File: src/sv/hsvrgb_pkg.sv
// Shared types and constants of the HSV to RGB converter.
// No dependencies; used by the channel interfaces and the RTL modules.
package hsvrgb_pkg;

	localparam int HUE_W  = 16;
	localparam int SAT_W  = 17;
	localparam int BRI_W  = 17;
	localparam int BYTE_W = 8;

	// Request carried on the input channel
	typedef struct packed {
		logic [HUE_W-1:0] hue;
		logic [SAT_W-1:0] saturation;
		logic [BRI_W-1:0] brightness;
	} hsv_t;

	// Request carried on the output channel
	typedef struct packed {
		logic [BYTE_W-1:0] red;
		logic [BYTE_W-1:0] green;
		logic [BYTE_W-1:0] blue;
	} rgb_t;

	// Sixth of the color wheel that the hue falls in
	typedef enum logic [2:0] {
		SECTOR_RED_YELLOW    = 3'd0,
		SECTOR_YELLOW_GREEN  = 3'd1,
		SECTOR_GREEN_CYAN    = 3'd2,
		SECTOR_CYAN_BLUE     = 3'd3,
		SECTOR_BLUE_MAGENTA  = 3'd4,
		SECTOR_MAGENTA_RED   = 3'd5
	} sector_t;

endpackage

File: src/sv/hsvrgb_to_byte.sv
// Scales one channel level (fraction, 2^FRAC_BITS = 1.0) to 0..255,
// rounding half up and saturating. Depends on hsvrgb_pkg.
module hsvrgb_to_byte #(
	parameter int FRAC_BITS = 16
) (
	input  logic [FRAC_BITS:0]                level,
	output logic [hsvrgb_pkg::BYTE_W-1:0]     code
);

	localparam int LW = FRAC_BITS + 1;
	localparam int PW = LW + hsvrgb_pkg::BYTE_W;
	localparam logic [PW-1:0] HALF = PW'(1) << (FRAC_BITS - 1);

	logic [PW-1:0]                   scaled;
	logic [hsvrgb_pkg::BYTE_W:0]     whole;

	// level * 255 as a shift and subtract, plus one half for rounding
	assign scaled = (PW'(level) << hsvrgb_pkg::BYTE_W) - PW'(level) + HALF;
	assign whole  = scaled[PW-1:FRAC_BITS];

	// Clip at full scale
	assign code = whole[hsvrgb_pkg::BYTE_W] ? {hsvrgb_pkg::BYTE_W{1'b1}}
		: whole[hsvrgb_pkg::BYTE_W-1:0];

endmodule

File: config.mk
export PLATFORM = sky130hd
export DESIGN_NAME = hsvrgb_to_byte
export DESIGN_NICKNAME = d
export VERILOG_FILES = /design/src/sv/hsvrgb_pkg.sv /design/src/sv/hsvrgb_to_byte.sv
export SDC_FILE = /design/constraint.sdc
export NUM_CORES = 1
export LEC_CHECK = 0
export BUFFER_PORTS_ARGS = -buffer_cell sky130_fd_sc_hd__buf_2
export CORE_MARGIN = 4
export CORE_UTILIZATION = 60
export DETAILED_ROUTE_END_ITERATION = 8
export PLACE_DENSITY = 0.95
export SLEW_MARGIN = 20
export SYNTH_ARGS = -nofsm -noshare
export SYNTH_HDL_FRONTEND = slang
export SYNTH_SLANG_ARGS = --single-unit
File: constraint.sdc
create_clock -name vclk -period 5.7
set_input_delay 1.14 -clock vclk [all_inputs]
set_output_delay 1.14 -clock vclk [all_outputs]
set_load 0.1 [all_outputs]
## Word-level counts from Yosys, hierarchy flattened

Index checks and enable logic that the tools add are counted.

| word-level totals | value |
|---|---|
| register bits | 0 |
| input bits | 17 |

| cells by class | value |
|---|---|
| add/subtract/negate cells | 2 |
| multiplexer cells | 1 |

Operators by type and width:

| cell | number |
|---|---|
| 25-bit by 16-bit adder with 25-bit output (second input constant) | 1 |
| 25-bit by 17-bit subtractor with 25-bit output | 1 |
| 8-bit two-way mux | 1 |

## Depth between registers and ports, before layout

Gate-level depths: netlist of run 1.

| logic depth | value |
|---|---|
| word-level depth | 3 |
| gate-level depth with buffers | 10 |

## Worst setup path after synthesis of run 1

No wires, ideal clock.

| path | value |
|---|---|
| path kind | input-to-output |
| start | input port level[9] |
| end | output port code[5] in the netlist's numbering |
| arrival | 3.374 ns |
| slack | 1.186 ns |
| stages | 8 |
| cell sequence | inv_1 -> ha_1 -> ha_1 -> nand4bb_1 -> o41ai_1 -> o211a_1 -> o41ai_1 -> o21ai_2 |

| between the ends | value |
|---|---|
| longest elaborated chain between the ends | 3 |

Ends and longest elaborated chain:

| what | RTL line | RTL |
|---|---|---|
| start, declared | hsvrgb_to_byte.sv:6 | `input logic [FRAC_BITS:0] level,` |
| 25-bit by 17-bit subtractor with 25-bit output | hsvrgb_to_byte.sv:18 | `assign scaled = (PW'(level) << hsvrgb_pkg::BYTE_W) - PW'(level) + HALF;` |
| 25-bit by 16-bit adder with 25-bit output | hsvrgb_to_byte.sv:18 |  |
| 8-bit two-way mux | hsvrgb_to_byte.sv:22 | `assign code = whole[hsvrgb_pkg::BYTE_W] ? {hsvrgb_pkg::BYTE_W{1'b1}}` |
| end, declared | hsvrgb_to_byte.sv:7 | `output logic [hsvrgb_pkg::BYTE_W-1:0] code` |

No other way between the ends.

## Final worst setup path of run 1

| path | value |
|---|---|
| start | input port level[7] |
| end | output port code[6] in the netlist's numbering |

The elaborated chain is that of the path after synthesis.

==> results of run 1 <==
==> power by group through the flow <==
stage | clock network (W) | registers, W | logic (W)
6_report | 0 | 0 | 0.000239
3_3_place_gp | 0 | 0 | 0.000230
3_5_place_dp | 0 | 0 | 0.000236
5_1_grt | 0 | 0 | 0.000254
4_1_cts | 0 | 0 | 0.000236
2_1_floorplan | 0 | 0 | 0.000195
==> cells by family (layout without fill, tap and decap cells) <==
logic type,Yosys count,in the layout
buffers and inverters,19,41
XOR/XNOR,7,7
adder cells (fa/ha/maj),24,24
AND/OR/NAND/NOR,44,44
AO/OA/AOI/OAI,45,45
==> through the flow <==
step / util (%) / power (W) / cells / instance area (um^2) / setup slack (ns)
after global placement: 72.2 / 0.000230 / 177 / 1100 / 1.09
after CTS: 72.2 / 0.000236 / 177 / 1100 / 0.970
after floorplan: - / 0.000195 / 139 / 977 / 1.19
after detailed placement: 72.2 / 0.000236 / 177 / 1100 / 0.977
final: 72.2 / 0.000239 / 177 / 1100 / 0.980
after global routing: 72.2 / 0.000254 / 177 / 1100 / 0.752
==> how the worst min path moves through the flow <==
stage / depth (start not counted) / startpoint / end / slack [ns]
CTS: 5 / level[14] / code[7] / 3.06
finish: 5 / level[14] / code[7] / 3.07
floorplan: 4 / level[16] / code[5] / 2.98
global route: 5 / level[14] / code[7] / 3.11
detailed placement: 5 / level[14] / code[7] / 3.06
global placement: 5 / level[14] / code[7] / 3.05
==> per-layer routing <==
layer / up-vias / track usage (%)
li1: 558 / -
met1: 543 / 28.9
met2: 67 / 43.7
met3: 8 / 1.84
met4: 0 / 3.69
met5: - / 0
==> synthesized netlist by cell type, types with 2 or more instances <==
cell type,number
xnor2_1,2
ha_1,24
xor2_1,5
nor3_1,4
nand3_1,3
and2_1,2
o21bai_1,2
nor2_1,6
nand2_1,19
o41ai_1,2
a21oi_1,12
a31oi_1,5
o21ai_0,10
a211oi_1,2
inv_1,16
nand3_2,2
==> area by class of cell <==
class,count,share of cell area [%]
multi-input combinational,120,81.3
timing repair buffer,25,11.4
tap,16,1.82
inverter,16,5.46
==> worst max-delay path: stages <==
cell and delay [ns]:
buf_2 0.08, inv_1 0.04, ha_1 0.29, inv_1 0.05, ha_1 0.31, nand2_1 0.11, nor3_1 0.32, o2111ai_1 0.19
and3_1 0.27, a311o_1 0.29, nand3_2 0.06, buf_2 0.42
==> results.py, run 1 <==
metrics = {
    "run_status": {
        "outcome": "completed",
    },
    "logic_synthesis": {
        "synthMuxAreaShare_pct": 0,
        "synth_area_per_cell_um2": 7.03,
        "synth_xor_area_share_pct": 6.27,
        "synth_compound_area_share_pct": 30.5,
        "synth_area_leaders": "ha_1 31%, nand2_1 7.3%, a21oi_1 6.1%",
        "synth_top_cell_by_area": "ha_1",
        "synth_cells": 139,
        "seq_area_frac_synth_pct": 0,
        "synth_top_cell_area_share_pct": 30.7,
        "synth_top_family_by_area": "adder cells",
        "synth-simple-area-share_pct": 24.1,
        "synth_nets": 180,
        "synthAdderAreaFrac_pct": 30.7,
        "ys_warn_count": 0,
        "syn_area_um2": 977,
        "synth_cell_types": 39,
    },
    "timing": {
        "rsz0062_at_grt": "false",
        "fin_crit_ns": 4.72,
        "finalHoldViolCount": 0,
        "fmax_mhz": 212,
        "slew_viol_final": 0,
        "final-setup-viol-count": 0,
        "tns_ns": 0,
        "holdWs_ns": 3.07,
        "fin_crit_sh_pct": 82.8,
        "worst_pin_slew_ns": 0.486,
        "slew_headroom_pct": 67.8,
    },
    "final_layout": {
        "seqCellArea_um2": 0,
        "post_route_cells_drive_above_1_share_pct": 20.5,
        "diodes": 0,
        "fin_nets": 204,
        "final_cell_mix": "25 x buf_2, 24 x ha_1, 19 x nand2_1, 16 x inv_1, 12 x a21oi_1",
        "area_growth_pct": 12.5,
        "seq_cells": 0,
        "nFillCells": 130,
        "final_common_cell": "buf_2",
        "multi_input_area_um2": 895,
        "clock_buffers": 0,
    },
    "worst_setup_path": {
        "critPathMaxFanout": 4,
        "worstSetupPathType": "primary input to output pin",
        "setup.worst_path.end_class": "output pin",
        "cp.arrival_ns": 3.58,
        "start_kind": "primary input",
        "crit_start": "level[7]",
        "required_ns": 4.56,
        "crit_path_end": "code[6]",
    },
    "power_and_ir_drop": {
        "p_clk_share_pct": 0,
        "sequentialPowerShare_pct": 0,
        "internal-power_w": 0.0000579,
        "p_switching_w": 0.000181,
        "switching_share_pct": 75.7,
        "leakage_nw": 0.574,
        "ir_drop_v": 0.000219,
        "p_comb_share_pct": 100.0,
        "p_per_area_mw_per_mm2": 217,
    },
    "route": {
        "post_drt_via_cell_ratio": 6.64,
        "drt-pass1-iter-count": 4,
        "drt-total-wl_um": 2820,
        "wl_met3_um": 227,
        "maxUsedRoutingLayer": "met4",
        "drcViolationCount": 0,
        "final_antenna_net_count": 0,
        "met2_wirelength_um": 1400,
        "met1_length_um": 1140,
        "vias": 1176,
        "wl_per_cell_um": 15.9,
        "initialDrtViolationCount": 60,
    },
    "clock_tree": {
        "cts_hold_buf": 0,
        "cts_resized": 0,
        "cts_setup_buffers": 0,
    },
    "die": {
        "start_util_pct": 64.1,
        "dieWidth_um": 48.4,
        "io_pins": 25,
        "dieArea_mm2": 0.00234,
        "die_y_um": 48.4,
        "core_area_mm2": 0.00152,
        "rows": 14,
    },
    "place": {
        "hpwl_um": 2420,
        "portBuffers": 25,
        "gp_congestion": 0.889,
    },
    "global_route": {
        "first_global_vias": 1134,
        "antenna_found_initial": 0,
        "grt_pass1_wl_um": 4760,
        "gr-usage-all-layers_pct": 23.4,
        "grt_max_degree": 10,
        "grt_remaining_overflow": 0,
    },
    "job": {
        "max-cap-violations": 0,
    },
    "worst_hold_path": {
        "hold_class": "primary input to output pin",
    },
}
Note: power is estimated with default switching activity, not from simulation.
==> run 2: changes to the inputs <==
--- a/config.mk
+++ b/config.mk
@@ -7,9 +7,9 @@
 export LEC_CHECK = 0
 export BUFFER_PORTS_ARGS = -buffer_cell sky130_fd_sc_hd__buf_2
 export CORE_MARGIN = 4
-export CORE_UTILIZATION = 60
+export CORE_UTILIZATION = 57
 export DETAILED_ROUTE_END_ITERATION = 8
-export PLACE_DENSITY = 0.95
+export PLACE_DENSITY = 0.91
 export SLEW_MARGIN = 20
 export SYNTH_ARGS = -nofsm -noshare
 export SYNTH_HDL_FRONTEND = slang
==> constraint.sdc (replaced) <==
create_clock -name vclk -period 4.85
set_input_delay 0.97 -clock vclk [all_inputs]
set_output_delay 0.97 -clock vclk [all_outputs]
set_load 0.1 [all_outputs]
==> results.py, run 2 (synthesis gave the netlist of run 1 again) <==
metrics = {
    "place": {
        "gp_congestion": 0.936,
        "hpwl_um": 2310,
        "pre_cts_ws_ns": 0.510,
        "placed_area_mm2": 0.00110,
        "portBuffers": 25,
    },
    "final_layout": {
        "fin_util_pct": 70.5,
        "seq_cells": 0,
        "area_growth_pct": 12.5,
        "post_route_cells_drive_above_1_share_pct": 20.5,
        "nFillCells": 149,
        "seqCellArea_um2": 0,
        "diodes": 0,
        "final_common_cell": "buf_2",
        "fin_nets": 204,
        "multi_input_area_um2": 895,
        "fin_area_mm2": 0.00110,
        "final_cell_mix": "25 x buf_2, 24 x ha_1, 19 x nand2_1, 16 x inv_1, 12 x a21oi_1",
        "clock_buffers": 0,
    },
    "run_status": {
        "outcome": "completed",
    },
    "timing": {
        "timing.final.ws_setup_ns": 0.477,
        "final-setup-viol-count": 0,
        "fin_crit_sh_pct": 90.2,
        "fmax_mhz": 229,
        "finalHoldViolCount": 0,
        "slew_viol_final": 0,
        "rsz0062_at_grt": "false",
        "holdWs_ns": 2.72,
        "tns_ns": 0,
        "worst_pin_slew_ns": 0.491,
        "fin_crit_ns": 4.37,
        "slew_headroom_pct": 67.5,
    },
    "global_route": {
        "grt_remaining_overflow": 0,
        "antenna_found_initial": 0,
        "gr-usage-all-layers_pct": 22.3,
        "grt_pass1_wl_um": 4570,
        "first_global_vias": 1087,
        "grt_max_degree": 10,
    },
    "worst_setup_path": {
        "worstSetupPathType": "primary input to output pin",
        "cp.arrival_ns": 3.40,
        "path_cells": "buf_2 -> inv_1 -> ha_1 -> inv_1 -> ha_1 -> nand2_1 -> nor3_1 -> o2111ai_1 -> and3_1 -> a311o_1 -> nand3_2 -> buf_2",
        "cpPeakStageDelay_ns": 0.42,
        "critical_path.slowest_cell": "buf_2",
        "crit_buf_inv": 4,
        "critPathMaxFanout": 4,
        "start_kind": "primary input",
        "setup.worst_path.end_class": "output pin",
        "critical_path.top_delay_family": "simple AND/OR/NAND/NOR gates",
        "required_ns": 3.88,
    },
    "die": {
        "io_pins": 25,
        "rows": 14,
        "dieArea_mm2": 0.00244,
        "start_util_pct": 62.7,
        "dieWidth_um": 49.4,
        "die_y_um": 49.4,
        "core_area_mm2": 0.00156,
    },
    "power_and_ir_drop": {
        "p_per_area_mw_per_mm2": 253,
        "ir_drop_v": 0.000239,
        "leakage_nw": 0.574,
    },
    "route": {
        "drt-pass1-iter-count": 4,
        "drt-total-wl_um": 2640,
        "initialDrtViolationCount": 36,
        "drcViolationCount": 0,
        "wl_per_cell_um": 14.9,
        "final_antenna_net_count": 0,
        "post_drt_via_cell_ratio": 6.41,
        "vias": 1135,
    },
    "clock_tree": {
        "cts_resized": 0,
        "cts_setup_buffers": 0,
        "cts_hold_buf": 0,
    },
    "worst_hold_path": {
        "hold_class": "primary input to output pin",
    },
    "job": {
        "max-cap-violations": 0,
    },
}
## run 2: per-stage QoR
stage,std cells,total power [W]
finish,177,0.000278
global route,177,0.000298
CTS,177,0.000277
detailed placement,177,0.000276
floorplan,139,0.000229
global placement,177,0.000271
## run 2: metal layers
layer / share of wire, % / global-route usage, % / vias up / wire (um)
met5: 0 / 0 / - / 0
met1: 42 / 27.7 / 515 / 1110
met3: 7.9 / 2.75 / 4 / 208
met4: 0.95 / 2.76 / 0 / 25
li1: - / - / 561 / -
met2: 49 / 41.3 / 55 / 1300
## run 2: cell type report
cell class | instances | share of cell area, %
inverters | 16 | 5.46
multi-input cells | 120 | 81.3
well taps | 16 | 1.82
repair buffers | 25 | 11.4
## run 2: where the power goes
| group | switching [W] | internal [W] |
|---|---|---|
| Combinational | 0.000210 | 0.0000678 |
| Sequential | 0 | 0 |
| Clock | 0 | 0 |
## run 2: final timing paths
kind	startpoint	to	cells past startpoint
max	level[7]	code[6]	12
min	level[14]	code[7]	5
==> run 3: changes to the inputs <==
--- a/config.mk
+++ b/config.mk
@@ -9,7 +9,8 @@
 export CORE_MARGIN = 4
 export CORE_UTILIZATION = 57
 export DETAILED_ROUTE_END_ITERATION = 8
-export PLACE_DENSITY = 0.91
+export PLACE_DENSITY = 0.83
+export REMOVE_ABC_BUFFERS = 1
 export SLEW_MARGIN = 20
 export SYNTH_ARGS = -nofsm -noshare
 export SYNTH_HDL_FRONTEND = slang
==> results.py, run 3 (synthesis gave the netlist of run 1 again) <==
metrics = {
    "die": {
        "die_y_um": 49.4,
        "io_pins": 25,
        "core_area_mm2": 0.00156,
        "start_util_pct": 62.7,
        "dieArea_mm2": 0.00244,
        "dieWidth_um": 49.4,
        "rows": 14,
    },
    "timing": {
        "final-setup-viol-count": 0,
        "slew_viol_final": 0,
        "fin_crit_sh_pct": 89.4,
        "worst_pin_slew_ns": 0.489,
        "finalHoldViolCount": 0,
        "tns_ns": 0,
        "rsz0062_at_grt": "false",
        "slew_headroom_pct": 67.6,
        "fin_crit_ns": 4.34,
        "fmax_mhz": 231,
    },
    "place": {
        "hpwl_um": 2140,
        "portBuffers": 25,
        "gp_congestion": 0.900,
    },
    "route": {
        "drcViolationCount": 0,
        "final_antenna_net_count": 0,
        "drt-total-wl_um": 2410,
        "drt-pass1-iter-count": 4,
        "post_drt_via_cell_ratio": 6.15,
        "initialDrtViolationCount": 26,
        "wl_per_cell_um": 13.6,
        "vias": 1089,
    },
    "global_route": {
        "gr-usage-all-layers_pct": 21.3,
        "grt_max_degree": 10,
        "grt_pass1_wl_um": 4330,
        "antenna_found_initial": 0,
        "grt_remaining_overflow": 0,
        "first_global_vias": 1005,
    },
    "worst_hold_path": {
        "hold_class": "primary input to output pin",
    },
    "power_and_ir_drop": {
        "internal-power_w": 0.0000675,
        "p_comb_share_pct": 100.0,
        "p_per_area_mw_per_mm2": 250,
        "p_clk_share_pct": 0,
        "sequentialPowerShare_pct": 0,
        "ir_drop_v": 0.000174,
        "switching_share_pct": 75.5,
        "leakage_nw": 0.574,
        "p_switching_w": 0.000208,
    },
    "final_layout": {
        "fin_nets": 204,
        "final_cell_mix": "25 x buf_2, 24 x ha_1, 19 x nand2_1, 16 x inv_1, 12 x a21oi_1",
        "post_route_cells_drive_above_1_share_pct": 20.5,
        "nFillCells": 152,
        "seqCellArea_um2": 0,
        "area_growth_pct": 12.5,
        "fin_util_pct": 70.5,
        "diodes": 0,
        "final_common_cell": "buf_2",
        "seq_cells": 0,
        "clock_buffers": 0,
    },
    "worst_setup_path": {
        "critical_path.slowest_cell": "buf_2",
        "path_cells": "buf_2 -> inv_1 -> ha_1 -> ha_1 -> nand2_1 -> nor3_1 -> a211oi_2 -> o21ai_0 -> nand3_2 -> nand3_2 -> buf_2",
        "critical_path.top_delay_family": "simple AND/OR/NAND/NOR gates",
        "cpPeakStageDelay_ns": 0.42,
        "cp.arrival_ns": 3.37,
        "start_kind": "primary input",
        "worstSetupPathType": "primary input to output pin",
        "required_ns": 3.88,
        "crit_buf_inv": 3,
        "critPathMaxFanout": 8,
        "setup.worst_path.end_class": "output pin",
    },
    "run_status": {
        "outcome": "completed",
    },
    "clock_tree": {
        "cts_resized": 0,
        "cts_setup_buffers": 0,
        "cts_hold_buf": 0,
    },
    "job": {
        "max-cap-violations": 0,
    },
}
-- run 3: cell counts in the layout (fill, tap and decap cells not counted) --
No cell type changed its count.
-- run 3: stage by stage --
| step | hold slack [ns] | cells | power, W | area (um^2) | worst slack [ns] |
|---|---|---|---|---|---|
| final | 2.69 | 177 | 0.000275 | 1100 | 0.514 |
| after global routing | 2.73 | 177 | 0.000297 | 1100 | 0.295 |
| after CTS | 2.70 | 177 | 0.000275 | 1100 | 0.536 |
| after detailed placement | 2.69 | 177 | 0.000274 | 1100 | 0.546 |
| after global placement | 2.68 | 177 | 0.000270 | 1100 | 0.577 |
| after floorplan | 2.64 | 136 | 0.000227 | 955 | 0.676 |
-- run 3: power by group through the flow --
stage          clock, W  sequential [W]  combinational (W)
2_1_floorplan         0               0           0.000227
3_3_place_gp          0               0           0.000270
3_5_place_dp          0               0           0.000274
4_1_cts               0               0           0.000275
5_1_grt               0               0           0.000297
6_report              0               0           0.000275
-- run 3: layout make-up --
type               count  area (um^2)  area share, %
repair buffers        25          125           11.4
well taps             16         20.0           1.82
inverters             16         60.1           5.46
multi-input cells    120          895           81.3
-- run 3: worst paths after layout --
kind	start	endpoint	slack [ns]	cells after the start
min	level[14]	code[7]	2.69	5
max	level[13]	code[6]	0.51	11
-- run 3: routing by layer --
metal	wire (um)	part of all wire [%]	track usage (%)	vias to the layer above
met5	0	0	0	-
met4	5	0.21	0	0
met3	152	6.3	1.22	2
met2	1100	46	37.5	42
met1	1150	48	30.1	480
li1	-	-	-	565
